**src/design/lgs_pkg.sv**
```systemverilog
// Package for the life grid core: kinds, controller states, command structs.
`default_nettype none

package lgs_pkg;

    localparam int SIDE_DEFAULT = 16;

    // B3/S23 neighbor counts
    localparam int BIRTH_COUNT   = 3;
    localparam int SURVIVE_COUNT = 2;

    typedef enum logic [1:0] {
        KIND_WRITE = 2'd0,
        KIND_READ  = 2'd1,
        KIND_STEP  = 2'd2
    } t_kind;

    typedef enum logic {
        ST_IDLE,
        ST_SWEEP
    } t_state;

    typedef struct packed {
        logic access;      // perform a write/read/no-op transaction now
        logic sweep_init;  // clear window, counter and flags
        logic sweep_step;  // advance the row sweep by one
    } t_cmd;

    typedef struct packed {
        logic last;        // sweep is on its final row
    } t_status;

endpackage

`default_nettype wire

```
**src/design/lgs_ctrl.sv**
```systemverilog
// Controller state machine for the life grid core.
`default_nettype none

module lgs_ctrl (
    input  wire logic             i_clk,
    input  wire logic             i_rst_n,
    input  wire logic             start,
    input  wire logic [1:0]       i_kind,
    input  wire lgs_pkg::t_status i_status,
    output lgs_pkg::t_cmd         o_cmd,
    output logic                  busy
);

    lgs_pkg::t_state r_state;
    lgs_pkg::t_state n_state;

    always_ff @(posedge i_clk) begin
        if (!i_rst_n) begin
            r_state <= lgs_pkg::ST_IDLE;
        end else begin
            r_state <= n_state;
        end
    end

    always_comb begin
        n_state = r_state;
        o_cmd   = '0;
        unique case (r_state)
            lgs_pkg::ST_IDLE: begin
                if (start) begin
                    if (lgs_pkg::t_kind'(i_kind) == lgs_pkg::KIND_STEP) begin
                        o_cmd.sweep_init = 1'b1;
                        n_state          = lgs_pkg::ST_SWEEP;
                    end else begin
                        o_cmd.access = 1'b1;
                    end
                end
            end
            lgs_pkg::ST_SWEEP: begin
                o_cmd.sweep_step = 1'b1;
                if (i_status.last) begin
                    n_state = lgs_pkg::ST_IDLE;
                end
            end
            default: begin
                n_state = lgs_pkg::ST_IDLE;
            end
        endcase
    end

    assign busy = (r_state == lgs_pkg::ST_SWEEP);

endmodule

`default_nettype wire

```
**src/design/lgs_datapath.sv**
```systemverilog
// Datapath for the life grid core: grid stores, row window, rule and flags.
`default_nettype none

module lgs_datapath #(
    parameter int SIDE = lgs_pkg::SIDE_DEFAULT
) (
    input  wire logic          i_clk,
    input  wire logic          i_rst_n,
    input  wire lgs_pkg::t_cmd i_cmd,
    input  wire logic [1:0]    i_kind,
    input  wire logic [3:0]    i_row,
    input  wire logic [3:0]    i_col,
    input  wire logic          i_alive,
    output lgs_pkg::t_status   o_status,
    output logic               o_strobe,
    output logic               o_cell_value,
    output logic               o_all_dead,
    output logic               o_unchanged,
    output logic               o_period_two
);

    localparam int AW = $clog2(SIDE);
    localparam int KW = $clog2(SIDE + 2);

    logic [SIDE-1:0] r_cur  [SIDE];
    logic [SIDE-1:0] r_prev [SIDE];
    logic [SIDE-1:0] r_two  [SIDE];

    logic [SIDE-1:0] r_win_a;
    logic [SIDE-1:0] r_win_m;
    logic [SIDE-1:0] r_win_b;
    logic [KW-1:0]   r_k;
    logic            r_empty;
    logic            r_same1;
    logic            r_same2;

    logic            r_strobe;
    logic            r_cell;
    logic            r_dead;
    logic            r_unch;
    logic            r_p2;

    logic            in_grid;
    logic [AW-1:0]   row_idx;
    logic [AW-1:0]   col_idx;
    logic [AW-1:0]   rd_addr;
    logic [SIDE-1:0] rd_row;
    logic [SIDE-1:0] load_row;
    logic            proc;
    logic            last;
    logic [AW-1:0]   pidx;
    logic [SIDE-1:0] fresh;
    logic [SIDE-1:0] prev_row;
    logic            row_empty;
    logic            row_same1;
    logic            row_same2;
    logic            do_write;

    assign in_grid = (int'(i_row) < SIDE) && (int'(i_col) < SIDE);
    assign row_idx = AW'(i_row);
    assign col_idx = AW'(i_col);

    // single read port on the current grid, shared by sweep and cell reads
    assign rd_addr  = i_cmd.sweep_step ? r_k[AW-1:0] : row_idx;
    assign rd_row   = r_cur[rd_addr];
    assign load_row = (r_k < KW'(SIDE)) ? rd_row : '0;

    assign last = (r_k == KW'(SIDE + 1));
    assign proc = i_cmd.sweep_step && (r_k >= KW'(2));
    assign pidx = AW'(r_k - KW'(2));

    assign o_status.last = last;

    // B3/S23 on the middle window row, zero padding at both edges
    always_comb begin
        logic [SIDE+1:0] a;
        logic [SIDE+1:0] m;
        logic [SIDE+1:0] b;
        logic [3:0]      n;
        a = {1'b0, r_win_a, 1'b0};
        m = {1'b0, r_win_m, 1'b0};
        b = {1'b0, r_win_b, 1'b0};
        fresh = '0;
        for (int c = 0; c < SIDE; c++) begin
            n = 4'(a[c]) + 4'(a[c+1]) + 4'(a[c+2]) + 4'(m[c]) + 4'(m[c+2])
              + 4'(b[c]) + 4'(b[c+1]) + 4'(b[c+2]);
            fresh[c] = (n == 4'(lgs_pkg::BIRTH_COUNT))
                    || ((n == 4'(lgs_pkg::SURVIVE_COUNT)) && m[c+1]);
        end
    end

    assign prev_row  = r_prev[pidx];
    assign row_empty = (fresh == '0);
    assign row_same1 = (fresh == r_win_m);
    assign row_same2 = (fresh == prev_row);

    assign do_write = i_cmd.access && in_grid
                   && (lgs_pkg::t_kind'(i_kind) == lgs_pkg::KIND_WRITE);

    // grid stores: cell write when idle, in-place row update during the sweep
    always_ff @(posedge i_clk) begin
        if (!i_rst_n) begin
            for (int r = 0; r < SIDE; r++) begin
                r_cur[r]  <= '0;
                r_prev[r] <= '0;
                r_two[r]  <= '0;
            end
        end else begin
            if (do_write) begin
                r_cur[row_idx][col_idx] <= i_alive;
            end
            if (proc) begin
                r_cur[pidx]  <= fresh;
                r_prev[pidx] <= r_win_m;
                r_two[pidx]  <= prev_row;
            end
        end
    end

    // row window, sweep counter and running flags
    always_ff @(posedge i_clk) begin
        if (!i_rst_n) begin
            r_k <= '0;
        end else if (i_cmd.sweep_init) begin
            r_k <= '0;
        end else if (i_cmd.sweep_step) begin
            r_k <= r_k + KW'(1);
        end
    end

    always_ff @(posedge i_clk) begin
        if (i_cmd.sweep_init) begin
            r_win_a <= '0;
            r_win_m <= '0;
            r_win_b <= '0;
            r_empty <= 1'b1;
            r_same1 <= 1'b1;
            r_same2 <= 1'b1;
        end else if (i_cmd.sweep_step) begin
            r_win_a <= r_win_m;
            r_win_m <= r_win_b;
            r_win_b <= load_row;
            if (proc) begin
                r_empty <= r_empty & row_empty;
                r_same1 <= r_same1 & row_same1;
                r_same2 <= r_same2 & row_same2;
            end
        end
    end

    // result register
    always_ff @(posedge i_clk) begin
        if (!i_rst_n) begin
            r_strobe <= 1'b0;
        end else begin
            r_strobe <= i_cmd.access || (i_cmd.sweep_step && last);
        end
    end

    always_ff @(posedge i_clk) begin
        if (i_cmd.access) begin
            r_cell <= in_grid && rd_row[col_idx]
                   && (lgs_pkg::t_kind'(i_kind) == lgs_pkg::KIND_READ);
            r_dead <= 1'b0;
            r_unch <= 1'b0;
            r_p2   <= 1'b0;
        end else if (i_cmd.sweep_step && last) begin
            r_cell <= 1'b0;
            r_dead <= r_empty & row_empty;
            r_unch <= r_same1 & row_same1;
            r_p2   <= r_same2 & row_same2;
        end
    end

    assign o_strobe     = r_strobe;
    assign o_cell_value = r_cell;
    assign o_all_dead   = r_dead;
    assign o_unchanged  = r_unch;
    assign o_period_two = r_p2;

endmodule

`default_nettype wire

```
**src/design/life_grid_generation_step_core.sv**
```systemverilog
// Top level of the life grid core: B3/S23 on a bounded SIDE x SIDE grid.
//
// Usage: drive i_kind, i_row, i_col and i_alive with start high; the
// transaction is taken at a rising edge where start is high and busy low.
// A write or read transaction keeps busy low and returns its result in the
// cycle after acceptance, so such transactions may follow every cycle.
// A generation step raises busy while the grid is swept one row per
// cycle through a three-row window, which fills ahead of the first row.
// The result appears in the same cycle as busy falls. The single read
// port on the current grid sets the pace of the sweep.
// Each result is shown for one cycle with o_strobe high; the receiver
// cannot stall it. Writes and reads return zero flags; a step returns
// o_cell_value zero. Reset is synchronous and clears all three grids.
`default_nettype none

module life_grid_generation_step_core #(
    parameter int SIDE = lgs_pkg::SIDE_DEFAULT
) (
    input  wire logic       i_clk,
    input  wire logic       i_rst_n,
    input  wire logic       start,
    output logic            busy,
    input  wire logic [1:0] i_kind,
    input  wire logic [3:0] i_row,
    input  wire logic [3:0] i_col,
    input  wire logic       i_alive,
    output logic            o_strobe,
    output logic            o_cell_value,
    output logic            o_all_dead,
    output logic            o_unchanged,
    output logic            o_period_two
);

    lgs_pkg::t_cmd    cmd;
    lgs_pkg::t_status status;

    lgs_ctrl u_ctrl (
        .i_clk    (i_clk),
        .i_rst_n  (i_rst_n),
        .start    (start),
        .i_kind   (i_kind),
        .i_status (status),
        .o_cmd    (cmd),
        .busy     (busy)
    );

    lgs_datapath #(
        .SIDE (SIDE)
    ) u_datapath (
        .i_clk        (i_clk),
        .i_rst_n      (i_rst_n),
        .i_cmd        (cmd),
        .i_kind       (i_kind),
        .i_row        (i_row),
        .i_col        (i_col),
        .i_alive      (i_alive),
        .o_status     (status),
        .o_strobe     (o_strobe),
        .o_cell_value (o_cell_value),
        .o_all_dead   (o_all_dead),
        .o_unchanged  (o_unchanged),
        .o_period_two (o_period_two)
    );

endmodule

`default_nettype wire

```
**config.mk**
```make
export PLATFORM = sky130hd
export DESIGN_NAME = life_grid_generation_step_core
export DESIGN_NICKNAME = d
export VERILOG_FILES = /design/src/design/lgs_pkg.sv /design/src/design/lgs_ctrl.sv /design/src/design/lgs_datapath.sv /design/src/design/life_grid_generation_step_core.sv
export SDC_FILE = /design/constraint.sdc
export NUM_CORES = 1
export LEC_CHECK = 0
export BUFFER_PORTS_ARGS = -buffer_cell sky130_fd_sc_hd__buf_4
export CAP_MARGIN = 10
export CORE_MARGIN = 3
export CORE_UTILIZATION = 60
export CTS_BUF_LIST = sky130_fd_sc_hd__clkbuf_2 sky130_fd_sc_hd__clkbuf_4 sky130_fd_sc_hd__clkbuf_8
export CTS_CLUSTER_SIZE = 14
export DETAILED_ROUTE_END_ITERATION = 12
export PLACE_DENSITY_LB_ADDON = 0.15
export SETUP_SLACK_MARGIN = 0.1
export SYNTH_ARGS = -nofsm -noshare
export SYNTH_HDL_FRONTEND = slang
export SYNTH_SLANG_ARGS = --single-unit
```
**constraint.sdc**
```tcl
create_clock -name i_clk -period 5.35 [get_ports i_clk]
set_input_delay 0 -clock i_clk [delete_from_list [all_inputs] [get_ports i_clk]]
set_output_delay 0 -clock i_clk [all_outputs]
set_load 0.01 [all_outputs]
```
---- After elaboration in Yosys (flattened, before gate mapping) ----
Memories as Yosys holds them, arrays and structs flattened.
Cells that the tools add are included.
storage, ports and cells
  bits in registers ....................... 62
  RAM bits ................................ 512
  output and inout port bits .............. 6
  logic and storage cells ................. 246
  memories ................................ 2
memories
  memory             depth  bits a word  rd ports  clocked after memory_dff  wr ports  line                text
  u_datapath.r_cur   16     16           1         0                         16        lgs_datapath.sv:25  logic [SIDE-1:0] r_cur [SIDE];
  u_datapath.r_prev  16     16           1         0                         16        lgs_datapath.sv:26  logic [SIDE-1:0] r_prev [SIDE];
operators by class
  add/sub/neg operators ................... 107
  order comparisons ....................... 4
  equal/unequal tests ..................... 37
  multiplexer cells ....................... 32
  bitwise operators ....................... 5
  reductions and logical operators ........ 46
operators with widths
  operator             count
  $add 4x1->4          89
  $eq 4x2->1 const B   32
  $mux 16              7
  $reduce_or 16->1     3
  $eq 16x16->1         2
  $add 1x1->2          15
  $logic_and 1x1->1    21
  $logic_or 1x1->1     17
  $logic_not 16->1     1
  $mux 1               16
  $mux 4               4
  $add 5x1->5 const B  1
  $eq 5x5->1 const B   1
  $ge 5x2->1 const B   1
  $lt 4x5->1 const B   1
  $lt 5x5->1 const B   1
  $bmux 1 s4           1
  $demux 1 s4          1
  $ge 4x1->1 const B   1
  $mux 2               2
  $sub 4x2->4 const B  1
  $add 2x1->3          1
  $and 1x1->1          3
  $eq 2x1->1 const B   1
  other kinds (7)      8

---- Logic depth before layout (Yosys ltp) ----
  depth after elaboration ................. 12
  depth in mapped cells ................... 16
  mapped depth without buffers ............ 16

---- Hierarchy ----
From an unflattened synthesis, not the netlist that was laid out.
second synthesis, totals
  cell total of the unflattened synthesis .. 3095
  area, all modules ....................... 32359.8 um2
by module, submodules not included
  module        times used  cells an instance  area each (um2)  sequential area each (um2)
  lgs_datapath  1           3088               32292.2          16605.9
  lgs_ctrl      1           7                  67.6             20.0

---- Least setup slack after synthesis ----
No wires, ideal clock.
  kind .................................... register to register
  from .................................... register u_datapath.r_win_a[5]
  to ...................................... memory u_datapath.r_cur[4][6] (netlist bit) (data pin)
  setup time .............................. 0.140 ns
  arrival time ............................ 3.778 ns
  setup slack ............................. 1.433 ns
  cell stages (with the launch flop) ...... 15
  buffers on the path ..................... 2
  period minus slack after synthesis ...... 3.917 ns
  cells stage by stage .................... dfxtp_1 -> ha_1 -> inv_1 -> fa_1 -> fa_1 -> inv_1 -> fa_1 -> inv_1 -> fa_1 -> nor3_1 -> a21oi_1 -> or2_2 -> clkbuf_2 -> buf_2 -> nor2_1
RTL lines
  item                      line                 text
  start: declaration        lgs_datapath.sv:29   logic [SIDE-1:0] r_win_a;
  start signal: assignment  lgs_datapath.sv:140  r_win_a <= r_win_m;
  end: declaration          lgs_datapath.sv:25

---- Worst setup path after layout ----
  from .................................... register u_datapath.r_win_a[2]
  to ...................................... register u_datapath.r_p2 (netlist: u_datapath.o_period_two)
on the way
  longest elaborated chain between the ends .. 12
  elaborated cells on any way between the ends .. 34
  those cells by class .................... 20 x add/sub; 7 x eq/ne; 1 x bitwise; 6 x reduce/logical
ends and longest elaborated chain
  item                       line                 text
  $add 1x1->2                lgs_datapath.sv:85   n = 4'(a[c]) + 4'(a[c+1]) + 4'(a[c+2]) + 4'(m[c]) + 4'(m[c+2])
  $add 4x1->4 (3 in series)  lgs_datapath.sv:85
  $add 4x1->4 (3 in series)  lgs_datapath.sv:86   + 4'(b[c]) + 4'(b[c+1]) + 4'(b[c+2]);
  $eq 4x2->1                 lgs_datapath.sv:88   || ((n == 4'(lgs_pkg::SURVIVE_COUNT)) && m[c+1]);
  $logic_and 1x1->1          lgs_datapath.sv:88
  $logic_or 1x1->1           lgs_datapath.sv:88
  $eq 16x16->1 (*)           lgs_datapath.sv:95   assign row_same2 = (fresh == prev_row);
  $and 1x1->1 (*)            lgs_datapath.sv:171  r_p2 <= r_same2 & row_same2;
  end signal: assignment     lgs_datapath.sv:171
  end: declaration           lgs_datapath.sv:41   logic r_p2;
Mark *: on every way between the ends. The rest lies on a longest branch, timed or not.
A chain may end at the register's enable or synchronous reset.

==> results.toml <==
[outcome]
outcome = "complete, no violations"

[critical_path]
cp-start-kind = "flip-flop"
r2r_end = "u_datapath.o_period_two"
critPathLaunch = "u_datapath.r_win_a[2]"
worstPathRequired_ns = 5.97
cp_max_fo = 4
crit_arrival_ns = 5.40
reg2reg_depth = 16
rrSetupSlack_ns = 0.57
crit_type = "reg -> reg"
worst_r2r_startpoint = "u_datapath.r_win_a[2]"
endpoint_kind = "flip-flop"

[min_path]
whs_endpoint = "u_datapath.o_period_two"
min_from = "start"
hold_path_depth = 5
hp-class = "in -> reg"

[timing]
slew_headroom = 0.2467
finalHoldViolCount = 0
worst_slew_pin_slew_ns = 1.130
min_period_over_period = 0.8928
rsz0062_at_grt = "false"
finClkSkew_ns = 0.03758
maxSlewViolCount = 0
setup-tns-final_ns = 0
fmax_mhz = 209.4
fin_crit_ns = 4.776
setup_viol = 0

[global_routing]
grt_max_degree = 120
gr-total-overflow = 0
grtUsageTotal = 0.3214
antenna_found_initial = 1
first_global_vias = 22300
grt_pass1_wl_mm = 130.9

[power]
combPwrFrac = 0.200
switching_share = 0.2974
seqPwrFrac = 0.451
power.density_mw_per_mm2 = 345.4
p_leak_nw = 12.85
pwr-share-clk = 0.349
p_sw_mw = 3.432
vdd_drop_max_mv = 0.2104
p_int_mw = 8.106

[route]
vias_per_cell = 6.421
drt_wl_total_mm = 85.92
wl_per_cell_microns = 24.33
dr_total_vias = 22670
ant_nets = 0
firstDrtPassIters = 6
drt_iter0_markers = 2727
drcViolationCount = 0

[synthesis]
syn-cell-area_sq_mm = 0.03078
synth_top_area_frac = 0.5005
synth-seq-area-share = 0.5401
synth_ff_type = "edfxtp_1"
yosys.area.top_type = "edfxtp_1"
yosys_warnings = 0
syn_avg_cell_area_sq_um = 10.82
synth_seq_cells = 574
async_flop_share = 0
synth_edf_count = 513
yosys-top-cells-area = "edfxtp_1 50%, nor2_1 5.1%, mux4_2 4.8%"
syn_inst = 2844
syn_nets = 2970
ys_types = 71

[placed_design]
io_buffers = 19
place_inst = 3351
routabilityCongestion = 0.9125
dp_hpwl_mm = 53.17

[clocking]
clock-root-buffer = "clkbuf_8"
clk_pin_slew_worst_paths_ns = 0.06
clk_latency_ns = 0.71
post-cts-setup-buffers = 0
cts_buffers = 95
clockBufferDepth = 3
htreeDepth = 3
hold_buffers = 5
cts_resized = 0
cts_tree = "built"
cts.sinks = 574

[die]
io-pin-count = 20
die_x_microns = 232.5
die_y_microns = 232.5
start_util = 0.6110
die-area_sq_mm = 0.05405
num_rows = 82
core_sq_mm = 0.05038

[final_layout]
fillCellCount = 3833
ff_latch_area_sq_mm = 0.01664
area_growth_pct = 8.536
final_cell_mix = "513 x edfxtp_1, 418 x nor2_1, 272 x nand2_1, 198 x and3_1, 161 x o21ai_0"
multiInputGateArea_sq_mm = 0.01253
fin_cells = 3531
final_common_cell = "edfxtp_1"
drive_above_1_share = 0.1294
num_antenna_cells = 0
final_nets = 2908

[run]
maxCapViolCount = 0
## layer usage
layer,GRT usage,up-vias,wire length [microns]
li1,-,9985,-
met1,0.4076,11200,32040
met2,0.5357,1192,41470
met3,0.06562,294,7842
met4,0.1465,2,4541
met5,0,-,17
## state kept, by name (all words and copies together), names as in the netlist, 5 cells and up
signal and flops:
u_datapath.r_k 5, u_datapath.r_prev 256, u_datapath.r_win_b 16, u_datapath.r_win_a 16, u_datapath.r_win_m 16, u_datapath.r_cur 256
## final cells by class
| class | instances | area share |
|---|---|---|
| clock buffers | 133 | 0.04880 |
| clock inverters | 41 | 0.01049 |
| inverters | 145 | 0.01629 |
| multi-input cells | 1853 | 0.3750 |
| flip-flops and latches | 574 | 0.4980 |
| well taps | 672 | 0.02517 |
| repair buffers | 113 | 0.02625 |
## worst max-delay path: stages (launching register included)
cell      delay, ns
dfxtp_1        0.35
ha_1           0.29
inv_1          0.05
fa_1           0.51
fa_1           0.48
inv_1          0.09
fa_1           0.20
inv_1          0.06
fa_1           0.40
a211oi_1       0.28
mux2i_1        0.16
nor3_1         0.61
xnor2_1        0.20
nand4_1        0.11
nor4_1         0.66
nand4_1        0.16
nand2_1        0.08
## synth_stat cells, types with 15 or more instances
cell type	instances
edfxtp_1	513
buf_4	15
nand2_1	272
clkbuf_1	166
a21oi_1	30
nor2_1	419
fa_1	60
mux2i_1	128
inv_1	143
dfxtp_1	61
o21ai_0	161
xnor2_1	19
nand3_1	102
nor2b_1	16
nand4_1	44
and3_1	199
a32oi_1	20
buf_2	65
mux4_2	66
o21ai_1	112
nor3_1	15
ha_1	52
## stage by stage
step | power [mW] | utilization | worst slack (ns) | hold WS [ns] | area [sq um]
after floorplan | 6.824 | - | 1.433 | 0.2868 | 30780
after global placement | 7.466 | 0.6227 | 0.9209 | 0.4039 | 31370
after detailed placement | 7.557 | 0.6227 | 0.6346 | 0.4067 | 31370
after CTS | 11.54 | 0.6630 | 0.5956 | 0.001839 | 33400
after global routing | 12.04 | 0.6632 | 0.3573 | 0.05361 | 33410
final | 11.54 | 0.6632 | 0.5738 | 0.03413 | 33410
## worst max-delay path by stage
| stage | endpoint | slack [ns] |
|---|---|---|
| 3_3_place_gp | u_datapath.o_period_two | 0.92 |
| 2_1_floorplan | u_datapath.r_cur[4][6] | 1.43 |
| 5_1_grt | u_datapath.o_period_two | 0.36 |
| 6_report | u_datapath.o_period_two | 0.57 |
| 4_1_cts | u_datapath.o_period_two | 0.60 |
| 3_5_place_dp | u_datapath.o_period_two | 0.63 |
## power by group through the flow
stage / registers, mW / clock network, mW / logic [mW]
after floorplan: 5.24 / 0 / 1.59
after global placement: 5.28 / 0 / 2.19
after detailed placement: 5.29 / 0 / 2.26
after CTS: 5.20 / 4.06 / 2.28
after global routing: 5.22 / 4.27 / 2.55
final: 5.20 / 4.03 / 2.31
## kinds of logic (layout without fill, tap and decap cells)
| kind of cell | Yosys count | in the layout | synth area share |
|---|---|---|---|
| flops | 574 | 574 | 0.5401 |
| simple gates | 1109 | 1109 | 0.1655 |
| compound gates | 410 | 410 | 0.07914 |
| fa+ha+maj | 112 | 112 | 0.06016 |
| mux | 197 | 197 | 0.09101 |
| buf+inv | 417 | 432 | 0.05666 |
| xor+xnor | 25 | 25 | 0.007358 |
Note: power is estimated with default switching activity, not from simulation.
